<file path="src/sts_pkg.sv">
// Shared constants, codes and controller/datapath types for the sorted key table.
package sts_pkg;

  localparam int STS_TABLE_DEPTH = 32;

  localparam int KEY_W = 32;  // key width
  localparam int IDX_W = 5;   // entry_index width
  localparam int CNT_W = 6;   // entry_count width, also config data width
  localparam int POS_W = 5;   // position width
  localparam int PRB_W = 6;   // probe_count width
  localparam int ACT_W = 2;   // action width

  typedef enum logic [ACT_W-1:0] {
    ACT_WRITE  = 2'd0,
    ACT_SORT   = 2'd1,
    ACT_SEARCH = 2'd2
  } action_t;

  typedef enum logic {
    REG_ENTRY_COUNT   = 1'b0,
    REG_SEARCH_METHOD = 1'b1
  } reg_index_t;

  typedef enum logic {
    KIND_SORT_DONE = 1'b0,
    KIND_SEARCH    = 1'b1
  } result_kind_t;

  typedef enum logic [3:0] {
    ST_IDLE,
    ST_LIN,
    ST_BIN_RD,
    ST_BIN_CMP,
    ST_SRT_RD,
    ST_SRT_SCAN,
    ST_SWAP_A,
    ST_SWAP_B,
    ST_EMIT
  } state_t;

  typedef enum logic [3:0] {
    OP_IDLE,
    OP_ACCEPT,
    OP_LIN,
    OP_BIN_RD,
    OP_BIN_CMP,
    OP_SRT_RD,
    OP_SRT_SCAN,
    OP_SWAP_A,
    OP_SWAP_B
  } dp_op_t;

  typedef struct packed {
    dp_op_t op;
    logic   load_out;
  } dp_cmd_t;

  typedef struct packed {
    logic cnt_zero;
    logic cnt_le1;
    logic method_bin;
    logic lin_hit;
    logic scan_last;
    logic bin_empty;
    logic bin_hit;
    logic srt_more;
  } dp_status_t;

endpackage

</file>
<file path="src/sts_if.sv">
// Channel interfaces: input items, result items and configuration writes.
interface sts_in_if;
  import sts_pkg::*;
  logic                    valid;
  logic                    ready;
  logic [ACT_W-1:0]        action;
  logic [IDX_W-1:0]        entry_index;
  logic signed [KEY_W-1:0] entry_value;
  logic signed [KEY_W-1:0] search_key;

  modport source (output valid, action, entry_index, entry_value, search_key, input ready);
  modport sink (input valid, action, entry_index, entry_value, search_key, output ready);
endinterface

interface sts_out_if;
  import sts_pkg::*;
  logic             valid;
  logic             ready;
  logic             result_kind;
  logic             found;
  logic [POS_W-1:0] position;
  logic [PRB_W-1:0] probe_count;

  modport source (output valid, result_kind, found, position, probe_count, input ready);
  modport sink (input valid, result_kind, found, position, probe_count, output ready);
endinterface

interface sts_cfg_if;
  import sts_pkg::*;
  logic             valid;
  logic             ready;
  logic             reg_index;
  logic [CNT_W-1:0] wdata;

  modport source (output valid, reg_index, wdata, input ready);
  modport sink (input valid, reg_index, wdata, output ready);
endinterface

</file>
<file path="src/sorted_table_key_search.sv">
// Top level of the sorted key table: write, sort and search of signed 32-bit keys.
//
// Usage:
//   in_ch carries one item per valid/ready handshake: action selects write entry,
//   sort table or search key. A write stores entry_value at entry_index and gives
//   no result; an index at or beyond the table depth is dropped. Action code 3 is
//   dropped as well. A sort gives one done result, a search one answer with found,
//   position and probe_count on out_ch. cfg_ch writes entry_count (index 0) and
//   search_method (index 1); it is always ready. The user must write it only
//   while idle; the block itself does not enforce this.
// Linear search makes one probe per cycle over the memory's single read port
// with a registered read. Binary search reads and compares one probe at a time,
// since each address follows from the previous key read. Sort: each pass from
// start s scans entries s to n - 1 (n = entry_count clamped to the depth) for
// the minimum and swaps it into place. The result is then registered for out_ch.
// Reset clears the controller and both config registers; the key memory is not
// cleared and an entry must be written before a sort or search reads it.
// When the receiver stalls, the result waits in the output register and the next
// item is still accepted; its result waits in the datapath until the slot frees.
module sorted_table_key_search #(
  parameter int TABLE_DEPTH = sts_pkg::STS_TABLE_DEPTH
) (
  input logic        clk,
  input logic        rst_n,
  sts_in_if.sink     in_ch,
  sts_out_if.source  out_ch,
  sts_cfg_if.sink    cfg_ch
);
  import sts_pkg::*;

  dp_cmd_t    cmd;
  dp_status_t status;

  // Config writes are registered directly, so the port never stalls.
  assign cfg_ch.ready = 1'b1;

  sts_ctrl u_ctrl (
    .clk       (clk),
    .rst_n     (rst_n),
    .in_valid  (in_ch.valid),
    .in_action (in_ch.action),
    .out_ready (out_ch.ready),
    .status    (status),
    .cmd       (cmd),
    .in_ready  (in_ch.ready),
    .out_valid (out_ch.valid)
  );

  sts_datapath #(
    .TABLE_DEPTH (TABLE_DEPTH)
  ) u_datapath (
    .clk             (clk),
    .rst_n           (rst_n),
    .cfg_we          (cfg_ch.valid),
    .cfg_idx         (cfg_ch.reg_index),
    .cfg_wdata       (cfg_ch.wdata),
    .in_action       (in_ch.action),
    .in_entry_index  (in_ch.entry_index),
    .in_entry_value  (in_ch.entry_value),
    .in_search_key   (in_ch.search_key),
    .cmd             (cmd),
    .status          (status),
    .out_result_kind (out_ch.result_kind),
    .out_found       (out_ch.found),
    .out_position    (out_ch.position),
    .out_probe_count (out_ch.probe_count)
  );

endmodule

</file>
<file path="src/sts_datapath.sv">
// Datapath: key memory, config registers, scan/search/sort registers and result register.
module sts_datapath #(
  parameter int TABLE_DEPTH = sts_pkg::STS_TABLE_DEPTH
) (
  input  logic                             clk,
  input  logic                             rst_n,
  input  logic                             cfg_we,
  input  logic                             cfg_idx,
  input  logic [sts_pkg::CNT_W-1:0]        cfg_wdata,
  input  logic [sts_pkg::ACT_W-1:0]        in_action,
  input  logic [sts_pkg::IDX_W-1:0]        in_entry_index,
  input  logic signed [sts_pkg::KEY_W-1:0] in_entry_value,
  input  logic signed [sts_pkg::KEY_W-1:0] in_search_key,
  input  sts_pkg::dp_cmd_t                 cmd,
  output sts_pkg::dp_status_t              status,
  output logic                             out_result_kind,
  output logic                             out_found,
  output logic [sts_pkg::POS_W-1:0]        out_position,
  output logic [sts_pkg::PRB_W-1:0]        out_probe_count
);
  import sts_pkg::*;

  localparam int AW = (TABLE_DEPTH > 1) ? $clog2(TABLE_DEPTH) : 1;
  localparam int CW = $clog2(TABLE_DEPTH + 1);

  logic [KEY_W-1:0] mem [TABLE_DEPTH];

  logic signed [KEY_W-1:0] rd_data_r, key_r, min_r, first_r;
  logic [CW-1:0]           n_r, i_r, lo_r, hi1_r, s_r, cmp_idx_r, mid_r, best_r;
  logic                    cmp_vld_r, head_r;
  logic [CNT_W-1:0]        entry_count_r;
  logic                    search_method_r;
  logic                    res_kind_r, res_found_r;
  logic [POS_W-1:0]        res_pos_r;
  logic [PRB_W-1:0]        res_probes_r;
  logic                    out_kind_r, out_found_r;
  logic [POS_W-1:0]        out_pos_r;
  logic [PRB_W-1:0]        out_probes_r;

  logic [CW-1:0]    used_cnt, n_last, mid;
  logic [CW:0]      mid_sum;
  logic             issue, key_eq, rd_gt_key, rd_lt_min;
  logic [AW-1:0]    rd_addr, wr_addr;
  logic             wr_en;
  logic [KEY_W-1:0] wr_data;

  // Clamp the configured count to the table depth.
  always_comb begin
    if (32'(entry_count_r) > 32'(TABLE_DEPTH)) begin
      used_cnt = CW'(TABLE_DEPTH);
    end else begin
      used_cnt = CW'(entry_count_r);
    end
  end

  assign n_last    = n_r - CW'(1);
  assign mid_sum   = {1'b0, lo_r} + {1'b0, hi1_r} - (CW+1)'(1);
  assign mid       = mid_sum[CW:1];
  assign issue     = i_r < n_r;
  assign key_eq    = rd_data_r == key_r;
  assign rd_gt_key = rd_data_r > key_r;
  assign rd_lt_min = rd_data_r < min_r;

  always_comb begin
    case (cmd.op)
      OP_BIN_RD: rd_addr = mid[AW-1:0];
      OP_SRT_RD: rd_addr = s_r[AW-1:0];
      default:   rd_addr = i_r[AW-1:0];
    endcase
  end

  always_comb begin
    wr_en   = 1'b0;
    wr_addr = AW'(in_entry_index);
    wr_data = in_entry_value;
    case (cmd.op)
      OP_ACCEPT: begin
        wr_en = (in_action == ACT_WRITE) && (32'(in_entry_index) < 32'(TABLE_DEPTH));
      end
      OP_SWAP_A: begin
        wr_en   = 1'b1;
        wr_addr = s_r[AW-1:0];
        wr_data = min_r;
      end
      OP_SWAP_B: begin
        wr_en   = 1'b1;
        wr_addr = best_r[AW-1:0];
        wr_data = first_r;
      end
      default: ;
    endcase
  end

  always_ff @(posedge clk) begin
    if (wr_en) begin
      mem[wr_addr] <= wr_data;
    end
    rd_data_r <= mem[rd_addr];
  end

  always_ff @(posedge clk) begin
    if (!rst_n) begin
      entry_count_r   <= '0;
      search_method_r <= 1'b0;
    end else if (cfg_we) begin
      if (cfg_idx == REG_ENTRY_COUNT) begin
        entry_count_r <= cfg_wdata;
      end else begin
        search_method_r <= cfg_wdata[0];
      end
    end
  end

  // Compare-stage valid and the head flag of a sort pass.
  always_ff @(posedge clk) begin
    if (!rst_n) begin
      cmp_vld_r <= 1'b0;
      head_r    <= 1'b0;
    end else begin
      case (cmd.op) inside
        OP_ACCEPT:           cmp_vld_r <= 1'b0;
        OP_LIN, OP_SRT_SCAN: begin
          cmp_vld_r <= issue;
          if (cmd.op == OP_SRT_SCAN && cmp_vld_r) begin
            head_r <= 1'b0;
          end
        end
        OP_SRT_RD: begin
          cmp_vld_r <= 1'b1;
          head_r    <= 1'b1;
        end
        default: ;
      endcase
    end
  end

  always_ff @(posedge clk) begin
    case (cmd.op)
      OP_ACCEPT: begin
        key_r        <= in_search_key;
        n_r          <= used_cnt;
        i_r          <= '0;
        lo_r         <= '0;
        hi1_r        <= used_cnt;
        s_r          <= '0;
        res_found_r  <= 1'b0;
        res_pos_r    <= '0;
        res_probes_r <= '0;
        res_kind_r   <= (in_action == ACT_SEARCH) ? KIND_SEARCH : KIND_SORT_DONE;
      end
      OP_LIN: begin
        cmp_idx_r <= i_r;
        if (issue) begin
          i_r <= i_r + CW'(1);
        end
        if (cmp_vld_r) begin
          res_found_r  <= key_eq;
          res_pos_r    <= key_eq ? POS_W'(cmp_idx_r) : '0;
          res_probes_r <= PRB_W'(cmp_idx_r + CW'(1));
        end
      end
      OP_SRT_SCAN: begin
        cmp_idx_r <= i_r;
        if (issue) begin
          i_r <= i_r + CW'(1);
        end
        if (cmp_vld_r) begin
          if (head_r) begin
            first_r <= rd_data_r;
            min_r   <= rd_data_r;
            best_r  <= cmp_idx_r;
          end else if (rd_lt_min) begin
            min_r  <= rd_data_r;
            best_r <= cmp_idx_r;
          end
        end
      end
      OP_SRT_RD: begin
        cmp_idx_r <= s_r;
        i_r       <= s_r + CW'(1);
      end
      OP_BIN_RD: mid_r <= mid;
      OP_BIN_CMP: begin
        res_probes_r <= res_probes_r + PRB_W'(1);
        if (key_eq) begin
          res_found_r <= 1'b1;
          res_pos_r   <= POS_W'(mid_r);
        end else if (rd_gt_key) begin
          hi1_r <= mid_r;
        end else begin
          lo_r <= mid_r + CW'(1);
        end
      end
      OP_SWAP_B: s_r <= s_r + CW'(1);
      default: ;
    endcase
  end

  always_ff @(posedge clk) begin
    if (cmd.load_out) begin
      out_kind_r   <= res_kind_r;
      out_found_r  <= res_found_r;
      out_pos_r    <= res_pos_r;
      out_probes_r <= res_probes_r;
    end
  end

  assign status.cnt_zero   = used_cnt == '0;
  assign status.cnt_le1    = used_cnt <= CW'(1);
  assign status.method_bin = search_method_r;
  assign status.lin_hit    = cmp_vld_r && key_eq;
  assign status.scan_last  = cmp_vld_r && (cmp_idx_r == n_last);
  assign status.bin_empty  = !(lo_r < hi1_r);
  assign status.bin_hit    = key_eq;
  assign status.srt_more   = ({1'b0, s_r} + (CW+1)'(2)) < {1'b0, n_r};

  assign out_result_kind = out_kind_r;
  assign out_found       = out_found_r;
  assign out_position    = out_pos_r;
  assign out_probe_count = out_probes_r;

endmodule

</file>
<file path="src/sts_ctrl.sv">
// Controller: sequences write, linear search, binary search and selection sort.
module sts_ctrl (
  input  logic                      clk,
  input  logic                      rst_n,
  input  logic                      in_valid,
  input  logic [sts_pkg::ACT_W-1:0] in_action,
  input  logic                      out_ready,
  input  sts_pkg::dp_status_t       status,
  output sts_pkg::dp_cmd_t          cmd,
  output logic                      in_ready,
  output logic                      out_valid
);
  import sts_pkg::*;

  state_t state_r, state_nxt;
  logic   out_valid_r, out_valid_nxt;
  logic   slot_free;

  assign slot_free = !out_valid_r || out_ready;

  always_comb begin
    state_nxt = state_r;
    unique case (state_r)
      ST_IDLE: begin
        if (in_valid) begin
          unique case (in_action)
            ACT_SORT:   state_nxt = status.cnt_le1 ? ST_EMIT : ST_SRT_RD;
            ACT_SEARCH: begin
              if (status.cnt_zero) begin
                state_nxt = ST_EMIT;
              end else begin
                state_nxt = status.method_bin ? ST_BIN_RD : ST_LIN;
              end
            end
            default: state_nxt = ST_IDLE;
          endcase
        end
      end
      ST_LIN: begin
        if (status.lin_hit || status.scan_last) begin
          state_nxt = ST_EMIT;
        end
      end
      ST_BIN_RD:   state_nxt = status.bin_empty ? ST_EMIT : ST_BIN_CMP;
      ST_BIN_CMP:  state_nxt = status.bin_hit ? ST_EMIT : ST_BIN_RD;
      ST_SRT_RD:   state_nxt = ST_SRT_SCAN;
      ST_SRT_SCAN: begin
        if (status.scan_last) begin
          state_nxt = ST_SWAP_A;
        end
      end
      ST_SWAP_A:   state_nxt = ST_SWAP_B;
      ST_SWAP_B:   state_nxt = status.srt_more ? ST_SRT_RD : ST_EMIT;
      ST_EMIT: begin
        if (slot_free) begin
          state_nxt = ST_IDLE;
        end
      end
      default: state_nxt = ST_IDLE;
    endcase
  end

  always_comb begin
    cmd.op       = OP_IDLE;
    cmd.load_out = 1'b0;
    in_ready     = 1'b0;
    unique case (state_r)
      ST_IDLE: begin
        in_ready = 1'b1;
        if (in_valid) begin
          cmd.op = OP_ACCEPT;
        end
      end
      ST_LIN:      cmd.op = OP_LIN;
      ST_BIN_RD:   cmd.op = OP_BIN_RD;
      ST_BIN_CMP:  cmd.op = OP_BIN_CMP;
      ST_SRT_RD:   cmd.op = OP_SRT_RD;
      ST_SRT_SCAN: cmd.op = OP_SRT_SCAN;
      ST_SWAP_A:   cmd.op = OP_SWAP_A;
      ST_SWAP_B:   cmd.op = OP_SWAP_B;
      ST_EMIT:     cmd.load_out = slot_free;
      default: ;
    endcase
  end

  always_comb begin
    out_valid_nxt = out_valid_r && !out_ready;
    if (cmd.load_out) begin
      out_valid_nxt = 1'b1;
    end
  end

  always_ff @(posedge clk) begin
    if (!rst_n) begin
      state_r     <= ST_IDLE;
      out_valid_r <= 1'b0;
    end else begin
      state_r     <= state_nxt;
      out_valid_r <= out_valid_nxt;
    end
  end

  assign out_valid = out_valid_r;

endmodule
</file>
<file path="src/flat_wrapper.sv">
// flat-port wrapper written by rule: the top's interface ports become plain ports
module sorted_table_key_search_flat import sts_pkg::*;
#(
  parameter int TABLE_DEPTH = sts_pkg::STS_TABLE_DEPTH
)
  (clk, rst_n, in_ch_valid, in_ch_action, in_ch_entry_index, in_ch_entry_value, in_ch_search_key, in_ch_ready, out_ch_valid, out_ch_result_kind, out_ch_found, out_ch_position, out_ch_probe_count, out_ch_ready, cfg_ch_valid, cfg_ch_reg_index, cfg_ch_wdata, cfg_ch_ready);
  sts_in_if in_ch_i ();
  sts_out_if out_ch_i ();
  sts_cfg_if cfg_ch_i ();
  input logic clk;
  input logic rst_n;
  input wire logic [$bits(in_ch_i.valid)-1:0] in_ch_valid;
  input wire logic [$bits(in_ch_i.action)-1:0] in_ch_action;
  input wire logic [$bits(in_ch_i.entry_index)-1:0] in_ch_entry_index;
  input wire logic [$bits(in_ch_i.entry_value)-1:0] in_ch_entry_value;
  input wire logic [$bits(in_ch_i.search_key)-1:0] in_ch_search_key;
  output wire logic [$bits(in_ch_i.ready)-1:0] in_ch_ready;
  output wire logic [$bits(out_ch_i.valid)-1:0] out_ch_valid;
  output wire logic [$bits(out_ch_i.result_kind)-1:0] out_ch_result_kind;
  output wire logic [$bits(out_ch_i.found)-1:0] out_ch_found;
  output wire logic [$bits(out_ch_i.position)-1:0] out_ch_position;
  output wire logic [$bits(out_ch_i.probe_count)-1:0] out_ch_probe_count;
  input wire logic [$bits(out_ch_i.ready)-1:0] out_ch_ready;
  input wire logic [$bits(cfg_ch_i.valid)-1:0] cfg_ch_valid;
  input wire logic [$bits(cfg_ch_i.reg_index)-1:0] cfg_ch_reg_index;
  input wire logic [$bits(cfg_ch_i.wdata)-1:0] cfg_ch_wdata;
  output wire logic [$bits(cfg_ch_i.ready)-1:0] cfg_ch_ready;
  assign in_ch_i.valid = in_ch_valid;
  assign in_ch_i.action = in_ch_action;
  assign in_ch_i.entry_index = in_ch_entry_index;
  assign in_ch_i.entry_value = in_ch_entry_value;
  assign in_ch_i.search_key = in_ch_search_key;
  assign in_ch_ready = in_ch_i.ready;
  assign out_ch_valid = out_ch_i.valid;
  assign out_ch_result_kind = out_ch_i.result_kind;
  assign out_ch_found = out_ch_i.found;
  assign out_ch_position = out_ch_i.position;
  assign out_ch_probe_count = out_ch_i.probe_count;
  assign out_ch_i.ready = out_ch_ready;
  assign cfg_ch_i.valid = cfg_ch_valid;
  assign cfg_ch_i.reg_index = cfg_ch_reg_index;
  assign cfg_ch_i.wdata = cfg_ch_wdata;
  assign cfg_ch_ready = cfg_ch_i.ready;
  sorted_table_key_search #(.TABLE_DEPTH(TABLE_DEPTH)) u_core (.clk(clk), .rst_n(rst_n), .in_ch(in_ch_i), .out_ch(out_ch_i), .cfg_ch(cfg_ch_i));
endmodule
</file>
<file path="config.mk">
export PLATFORM = sky130hd
export DESIGN_NAME = sorted_table_key_search_flat
export DESIGN_NICKNAME = d
export VERILOG_FILES = /design/src/sts_pkg.sv /design/src/sts_if.sv /design/src/sorted_table_key_search.sv /design/src/sts_datapath.sv /design/src/sts_ctrl.sv /design/src/flat_wrapper.sv
export SDC_FILE = /design/constraint.sdc
export NUM_CORES = 2
export LEC_CHECK = 0
export BUFFER_PORTS_ARGS = -buffer_cell sky130_fd_sc_hd__buf_2
export CAP_MARGIN = 20
export CORE_UTILIZATION = 57
export CTS_BUF_LIST = sky130_fd_sc_hd__clkbuf_4 sky130_fd_sc_hd__clkbuf_8 sky130_fd_sc_hd__clkbuf_16
export DETAILED_ROUTE_END_ITERATION = 10
export HOLD_SLACK_MARGIN = 0.02
export PLACE_DENSITY = 0.84
export SLEW_MARGIN = 10
export SYNTH_ARGS = -nofsm -noshare
export SYNTH_HDL_FRONTEND = slang
export SYNTH_SLANG_ARGS = --single-unit
</file>
<file path="constraint.sdc">
create_clock -name clk -period 4.4 [get_ports clk]
set_clock_uncertainty 0.15 [all_clocks]
set_input_delay 0 -clock clk [delete_from_list [all_inputs] [get_ports clk]]
set_output_delay 0 -clock clk [all_outputs]
set_load 0.005 [all_outputs]
</file>
== Word level (Yosys, flattened, before mapping) ==
Memory sizes are Yosys's and may differ from the RTL's. A register that Yosys moved wholly into a read port is not among the register bits.
Index checks and enable logic that the tools add are counted.

* Add/sub/neg operators: 9
* Multiply operators: 0
* Bitwise gates (word level): 3
* Div/mod/pow operators: 0
* $lt $le $gt $ge: 7
* Shift operators: 0
* Reductions and logical operators: 31
* Multiplexer cells: 52
* Equal/unequal tests: 31

{| class="wikitable"
|+ Operator list
! operator !! count
|-
| 32-bit 2-to-1 mux || 2
|-
| 32-bit one-hot mux with 2 select lines || 1
|-
| 6-bit one-hot mux with 2 select lines || 4
|-
| 6-bit 2-to-1 mux || 7
|-
| 4-bit 2-to-1 mux || 9
|-
| 4-bit one-hot mux with 9 select lines || 1
|-
| 6-bit one-hot mux with 3 select lines || 2
|-
| 32-bit equality test || 1
|-
| 4-bit by 3-bit equality test with 1-bit output, second input constant || 8
|-
| 32-bit > comparator || 1
|-
| 32-bit less-than comparator || 1
|-
| 4-bit one-hot mux with 8 select lines || 1
|-
| 6-bit by 1-bit adder with 6-bit output, second input constant || 5
|-
| 5-bit 2-to-1 mux || 5
|-
| 5-bit one-hot mux with 2 select lines || 2
|-
| 2-bit != test, second input constant || 9
|-
| 3-bit AND reduction || 6
|-
| 4-bit by 2-bit equality test with 1-bit output, second input constant || 4
|-
| 5-bit one-hot mux with 3 select lines || 1
|-
| 1-bit 2-to-1 mux || 13
|-
| 6-bit less-than comparator || 2
|-
| 4-bit by 1-bit equality test with 1-bit output, second input constant || 2
|-
| 4-bit equality test, second input constant || 2
|-
| 4-bit one-hot mux with 2 select lines || 1
|-
| other kinds (26) || 43
|}

* RAM bits: 1024
* Memories kept: 1
* Logic and storage cells: 159
* Bits in latches: 0
* Bits in registers: 183
* ROM bits: 0
* Output and inout port bits: 16
* Input bits: 83

{| class="wikitable"
|+ Memory list
! memory !! depth !! bits a word !! read ports !! clocked after Yosys merged registers in !! wr ports !! line !! RTL
|-
| u_core.u_datapath.mem || 32 || 32 || 1 || 1 || 1 || sts_datapath.sv:26 || <nowiki>logic [KEY_W-1:0] mem [TABLE_DEPTH];</nowiki>
|}

== Longest topological paths before layout ==
* Word-level depth: 7
* Depth in mapped cells: 15
* Mapped depth without buffers: 13

== Modules after synthesis ==
Synthesis repeated with hierarchy kept, for this count alone.

* Cells, all modules: 3375
* Area total of the unflattened synthesis: 50942.6 µm²

{| class="wikitable"
|+ Modules (own cells, without submodules)
! module !! times used !! cells each !! area an instance (µm²) !! seq. area each (µm²)
|-
| sts_datapath || 1 || 3311 || 50419.6 || 36645.1
|-
| sts_ctrl || 1 || 62 || 511.7 || 100.1
|-
| sorted_table_key_search || 1 || 2 || 11.3 || 0.0
|}

== Worst setup path after synthesis ==
Ideal clock, no wire load.

* Kind: register to register
* Start: reg u_core.u_ctrl.state_r[3]
* End: mem u_core.u_datapath.mem[18][0], enable pin
* Library setup time: 0.421 ns
* Arrival time: 4.170 ns
* Clock period less this slack: 4.741 ns
* Buffers on the path: 1
* Setup slack: -0.341 ns
* Required time: 3.829 ns
* Cell stages (with the launch flop): 9
* Cell sequence: dfxtp_1 -> clkbuf_1 -> nor4_1 -> nand2_1 -> inv_1 -> a21boi_0 -> a21oi_1 -> nand2_1 -> nor2_1

* Cells in the longest elaborated chain, start to end: 7
* Elaborated cells on any way between the ends: 17
* Those cells by class: eq/ne (10); mux (5); reduce/logical (2)

{| class="wikitable"
|+ RTL lines
! what !! line !! RTL
|-
| start: declaration || sts_ctrl.sv:15 || <nowiki>state_t state_r, state_nxt;</nowiki>
|-
| start signal: assignment || sts_ctrl.sv:98 || <nowiki>state_r <= state_nxt;</nowiki>
|-
| 4-bit by 3-bit equality test with 1-bit output, or another cell as far along || sts_ctrl.sv:67 || <nowiki>unique case (state_r)</nowiki>
|-
| 4-bit one-hot mux with 8 select lines (*) || sts_ctrl.sv:67 ||
|-
| 4-bit equality test / 4-bit by 3-bit equality test with 1-bit output (equally long branches) || sts_datapath.sv:76 || <nowiki>case (cmd.op)</nowiki>
|-
| 2-bit OR reduction (no line) || - ||
|-
| 1-bit one-hot mux with 2 select lines || sts_datapath.sv:76 ||
|-
| 1-bit 2-to-1 mux || sts_datapath.sv:95 || <nowiki>if (wr_en) begin</nowiki>
|-
| 1-bit 2-to-1 mux (not written as such) || sts_datapath.sv:96 || <nowiki>mem[wr_addr] <= wr_data;</nowiki>
|-
| end: declaration || sts_datapath.sv:26 ||
|}

Every way passes the cells marked *; elsewhere a longest branch is shown, timed or not.

== Worst setup path after layout ==
* Start: reg u_core.u_datapath.lo_r[1]
* End: reg u_core.u_datapath.rd_data_r[14] (read register of u_core.u_datapath.mem)

* Cells in the longest elaborated chain, start to end: 3

{| class="wikitable"
|+ RTL lines
! what !! line !! RTL
|-
| start: declaration || sts_datapath.sv:29 || <nowiki>logic [CW-1:0] n_r, i_r, lo_r, hi1_r, s_r, cmp_idx_r, mid_r, best_r;</nowiki>
|-
| start signal: assignment || sts_datapath.sv:191 || <nowiki>lo_r <= mid_r + CW'(1);</nowiki>
|-
| 6-bit by 6-bit adder with 7-bit output || sts_datapath.sv:57 || <nowiki>assign mid_sum = {1'b0, lo_r} + {1'b0, hi1_r} - (CW+1)'(1);</nowiki>
|-
| 7-bit by 1-bit subtractor with 7-bit output || sts_datapath.sv:57 ||
|-
| 5-bit one-hot mux with 2 select lines || sts_datapath.sv:65 || <nowiki>case (cmd.op)</nowiki>
|-
| end: declaration || sts_datapath.sv:28 || <nowiki>logic signed [KEY_W-1:0] rd_data_r, key_r, min_r, first_r;</nowiki>
|}

No other way between the ends.
A chain may end at the register's enable or synchronous reset.

==> reports/metrics.cfg <==
[pwr]
p_per_area_nw_per_um2 = 451
peakVddDrop_mv = 0.367
p_total_mw = 26.5
p_leak_nw = 23.0

[route]
drc = 0
ant_nets = 0
via_per_inst = 6.36
route.vias.total = 29200
drt_iter0_markers = 3671
drt-total-wl_um = 128000
firstDrtPassIters = 5
wl_per_cell_um = 27.9

[floorplan]
core-area_um2 = 88800
die_area_um2 = 91300
rows = 109
die_w_um = 302
pin_count = 99
start_util = 0.579
die_h_um = 302

[yosys]
ys_seq_area_frac = 0.715
ys_warn_count = 0
synth_top_cell_by_area = edfxtp_1
ys.flop_type = edfxtp_1
syn-cell-area_um2 = 51400
synth.top_cell.area_share = 0.697
synth_cells = 3036
synth_edf_count = 1193
synthArstFlopShare = 0
synthTopCellsByArea = edfxtp_1 (70%), mux2i_1 (15%), ha_1 (2.4%), dfxtp_1 (1.8%), o22ai_1 (1.6%)
syn_area_per_cell_um2 = 16.9
ys_seq_elements = 1239
syn_nets = 3217
synth.distinct_cells = 69

[layout]
postLayoutCellArea_um2 = 58800
area_growth_syn_to_layout_pct = 14.5
antenna_cells = 0
finalNetCount = 3518
fillers = 5448
layout-drive-gt1-share = 0.143
fin_cells = 4594

[min_path]
min_from = out_ch_ready
hold_class = input port to flop
whs_endpoint = u_core.u_ctrl.out_valid
worst_hold_path.num_cells = 4

[grt]
first_global_vias = 29100
antenna_found_initial = 0
grt-ovfl-total = 0
grt_max_degree = 87
grtUsageTotal = 0.276
grt_pass1_wl_um = 183000

[sta]
finalCriticalPeriod_ns = 4.02
finalHoldViolCount = 0
timing.fmax_mhz = 249
min_period_over_period = 0.914
setup_tns_ns = 0
setup_slack_ns = 0.378
setup_viol = 0
worst-slew-pin-transition_ns = 1.22
slew_viol_final = 0
max_slew_margin = 0.185
rsz0062_at_grt = no

[critical_path]
cp-start-kind = flop
critical_path_class = flop to flop
crit_fanout = 32
critPathMaxStageDelay_ns = 0.66
cpMostUsedCell = inv_1
r2r-end = u_core.u_datapath.rd_data_r[14]
crit_path_top_delay_cell = or4_2
reg2reg_setup_slack_ns = 0.38
crit_family = simple AND/OR/NAND/NOR gates
reg2regPathDepth = 14
rr_startpoint = u_core.u_datapath.lo_r[1]
worstPathArrival_ns = 4.43
crit_chain = inv_1 -> ha_1 -> inv_1 -> ha_1 -> inv_1 -> fa_1 -> nor2b_1 -> o21ai_0 -> and4_1 -> or2_0 -> or4_2 -> buf_4 -> o22ai_1 -> nor4_2
critPathRequiredTime_ns = 4.81
cp.depth = 14
crit_path_end_kind = flop
startpoint = u_core.u_datapath.lo_r[1]
critPathBufInv = 4

[clock_network]
ctsResizeCount = 0
tritoncts.num_buffers = 111
ctsLongestPathBuffers = 3
cts_root_buf = clkbuf_16
clock-sinks = 1239
cts_tree = built
htreeDepth = 3
clock_latency_ns = 0.70
clk_pin_slew_worst_paths_ns = 0.06

[run]
maxCapViolCount = 0

[placement]
gp_congestion = 0.883
placed_area_um2 = 53900
preCtsSetupSlack_ns = 0.498
dp_cells = 4268
portBuffers = 97
dp_hpwl_um = 72400

[status]
outcome = complete, no violations

==> what timing repair did <==
action,in CTS,in global routing
hold buffers,112,4
setup buffers,0,0
endpoints found under the hold margin,360,103
==> worst min-delay path, stage by stage <==
cell,delay [ns]
dlygate4sd3_1,0.52
buf_2,0.09
nand2b_1,0.14
a21oi_1,0.08
==> worst max-delay path by stage <==
stage | to
after global placement | u_core.u_datapath.rd_data_r[12]
after floorplan | u_core.u_datapath.mem[18][0]
after global routing | u_core.u_datapath.rd_data_r[14]
after CTS | u_core.u_datapath.rd_data_r[26]
final | u_core.u_datapath.rd_data_r[14]
after detailed placement | u_core.u_datapath.rd_data_r[2]
==> metrics by stage <==
step	hold slack (ns)	utilization
after floorplan	-0.0511	-
after global routing	0.120	0.662
after global placement	0.0272	0.607
final	0.0585	0.662
after CTS	0.0203	0.661
after detailed placement	0.0281	0.607
==> cell type report <==
type,instances,area (µm²),area share
flip-flops and latches,1239,36700,0.625
multi-input cells,1551,13500,0.230
repair buffers,332,3050,0.0518
inverters,102,388,0.00659
clock inverters,45,448,0.00762
well taps,1165,1460,0.0248
clock buffers,160,3210,0.0545
==> sequential cells by signal, summed over array words and instances, names as in the netlist, 32 cells and up <==
signal / cells
u_core.u_datapath.min_r: 32
u_core.u_datapath.key_r: 32
u_core.u_datapath.mem: 1024
u_core.u_datapath.rd_data_r: 32
u_core.u_datapath.first_r: 32
==> logic make-up (layout without fill, tap and decap cells) <==
| family | Yosys count | count (layout) | share of synthesized area |
|---|---|---|---|
| other | 1 | 1 | 0.0000730 |
| AOI/OAI and AO/OA | 303 | 303 | 0.0401 |
| muxes | 782 | 782 | 0.152 |
| and+or+nand+nor | 336 | 336 | 0.0355 |
| xor gates and xnor gates | 31 | 31 | 0.00529 |
| DFF | 1239 | 1239 | 0.715 |
| adders and majority gates | 98 | 98 | 0.0240 |
| buffers and inverters | 246 | 639 | 0.0272 |
==> cell usage in the layout, fill, tap and decap left out, types with 4 or more instances in the layout <==
master | Yosys | layout
dlygate4sd3_1 | 0 | 116
clkinv_1 | 0 | 16
edfxtp_1 | 1193 | 1193
clkbuf_8 | 0 | 7
nand2_1 | 119 | 119
nand3_1 | 22 | 22
a22oi_1 | 38 | 38
nor3_1 | 6 | 5
clkbuf_16 | 0 | 112
clkbuf_4 | 3 | 41
and3_1 | 7 | 7
o22ai_1 | 135 | 135
a211oi_1 | 7 | 7
buf_12 | 1 | 35
ha_1 | 97 | 97
mux2i_1 | 778 | 778
nor2_4 | 0 | 33
nor2_1 | 74 | 41
xnor2_1 | 14 | 14
and2_1 | 11 | 10
inv_1 | 101 | 100
xor2_1 | 17 | 17
a221oi_1 | 5 | 5
nor2b_1 | 14 | 14
mux2_2 | 4 | 4
a22o_1 | 10 | 10
nand2b_1 | 11 | 11
nand4_1 | 17 | 17
bufinv_16 | 0 | 8
clkinv_2 | 0 | 14
dfxtp_1 | 46 | 46
buf_2 | 21 | 97
o21ai_0 | 15 | 15
a21oi_1 | 29 | 29
a21o_1 | 27 | 27
o211ai_1 | 12 | 12
buf_4 | 15 | 80
nor4_2 | 32 | 32
==> routing by layer <==
metal	GRT usage	part of all wire	wire length [µm]
met1	0.354	0.36	45600
met2	0.457	0.49	62300
met3	0.0574	0.11	14600
met4	0.117	0.043	5540
met5	0	0	0
==> synthesized netlist by cell type, drive strengths merged, types with 11 or more instances <==
master,instances
nor2b,14
buf,91
inv,101
nand3,22
a21oi,29
o22ai,135
xor2,17
a21o,27
nand4,17
clkbuf,53
ha,97
dfxtp,46
edfxtp,1193
a22oi,38
xnor2,14
o21ai,16
and2,11
nand2b,11
o211ai,12
nor4,34
mux2i,778
nand2,119
nor2,75
==> power breakdown <==
group          total, mW  internal [mW]  switching, mW  leakage [nW]
Clock               9.70           5.53           4.16          1.84
Sequential          13.6           13.2          0.372          11.2
Combinational       3.24           1.38           1.85          9.96
(Power assumes the default switching activity.)
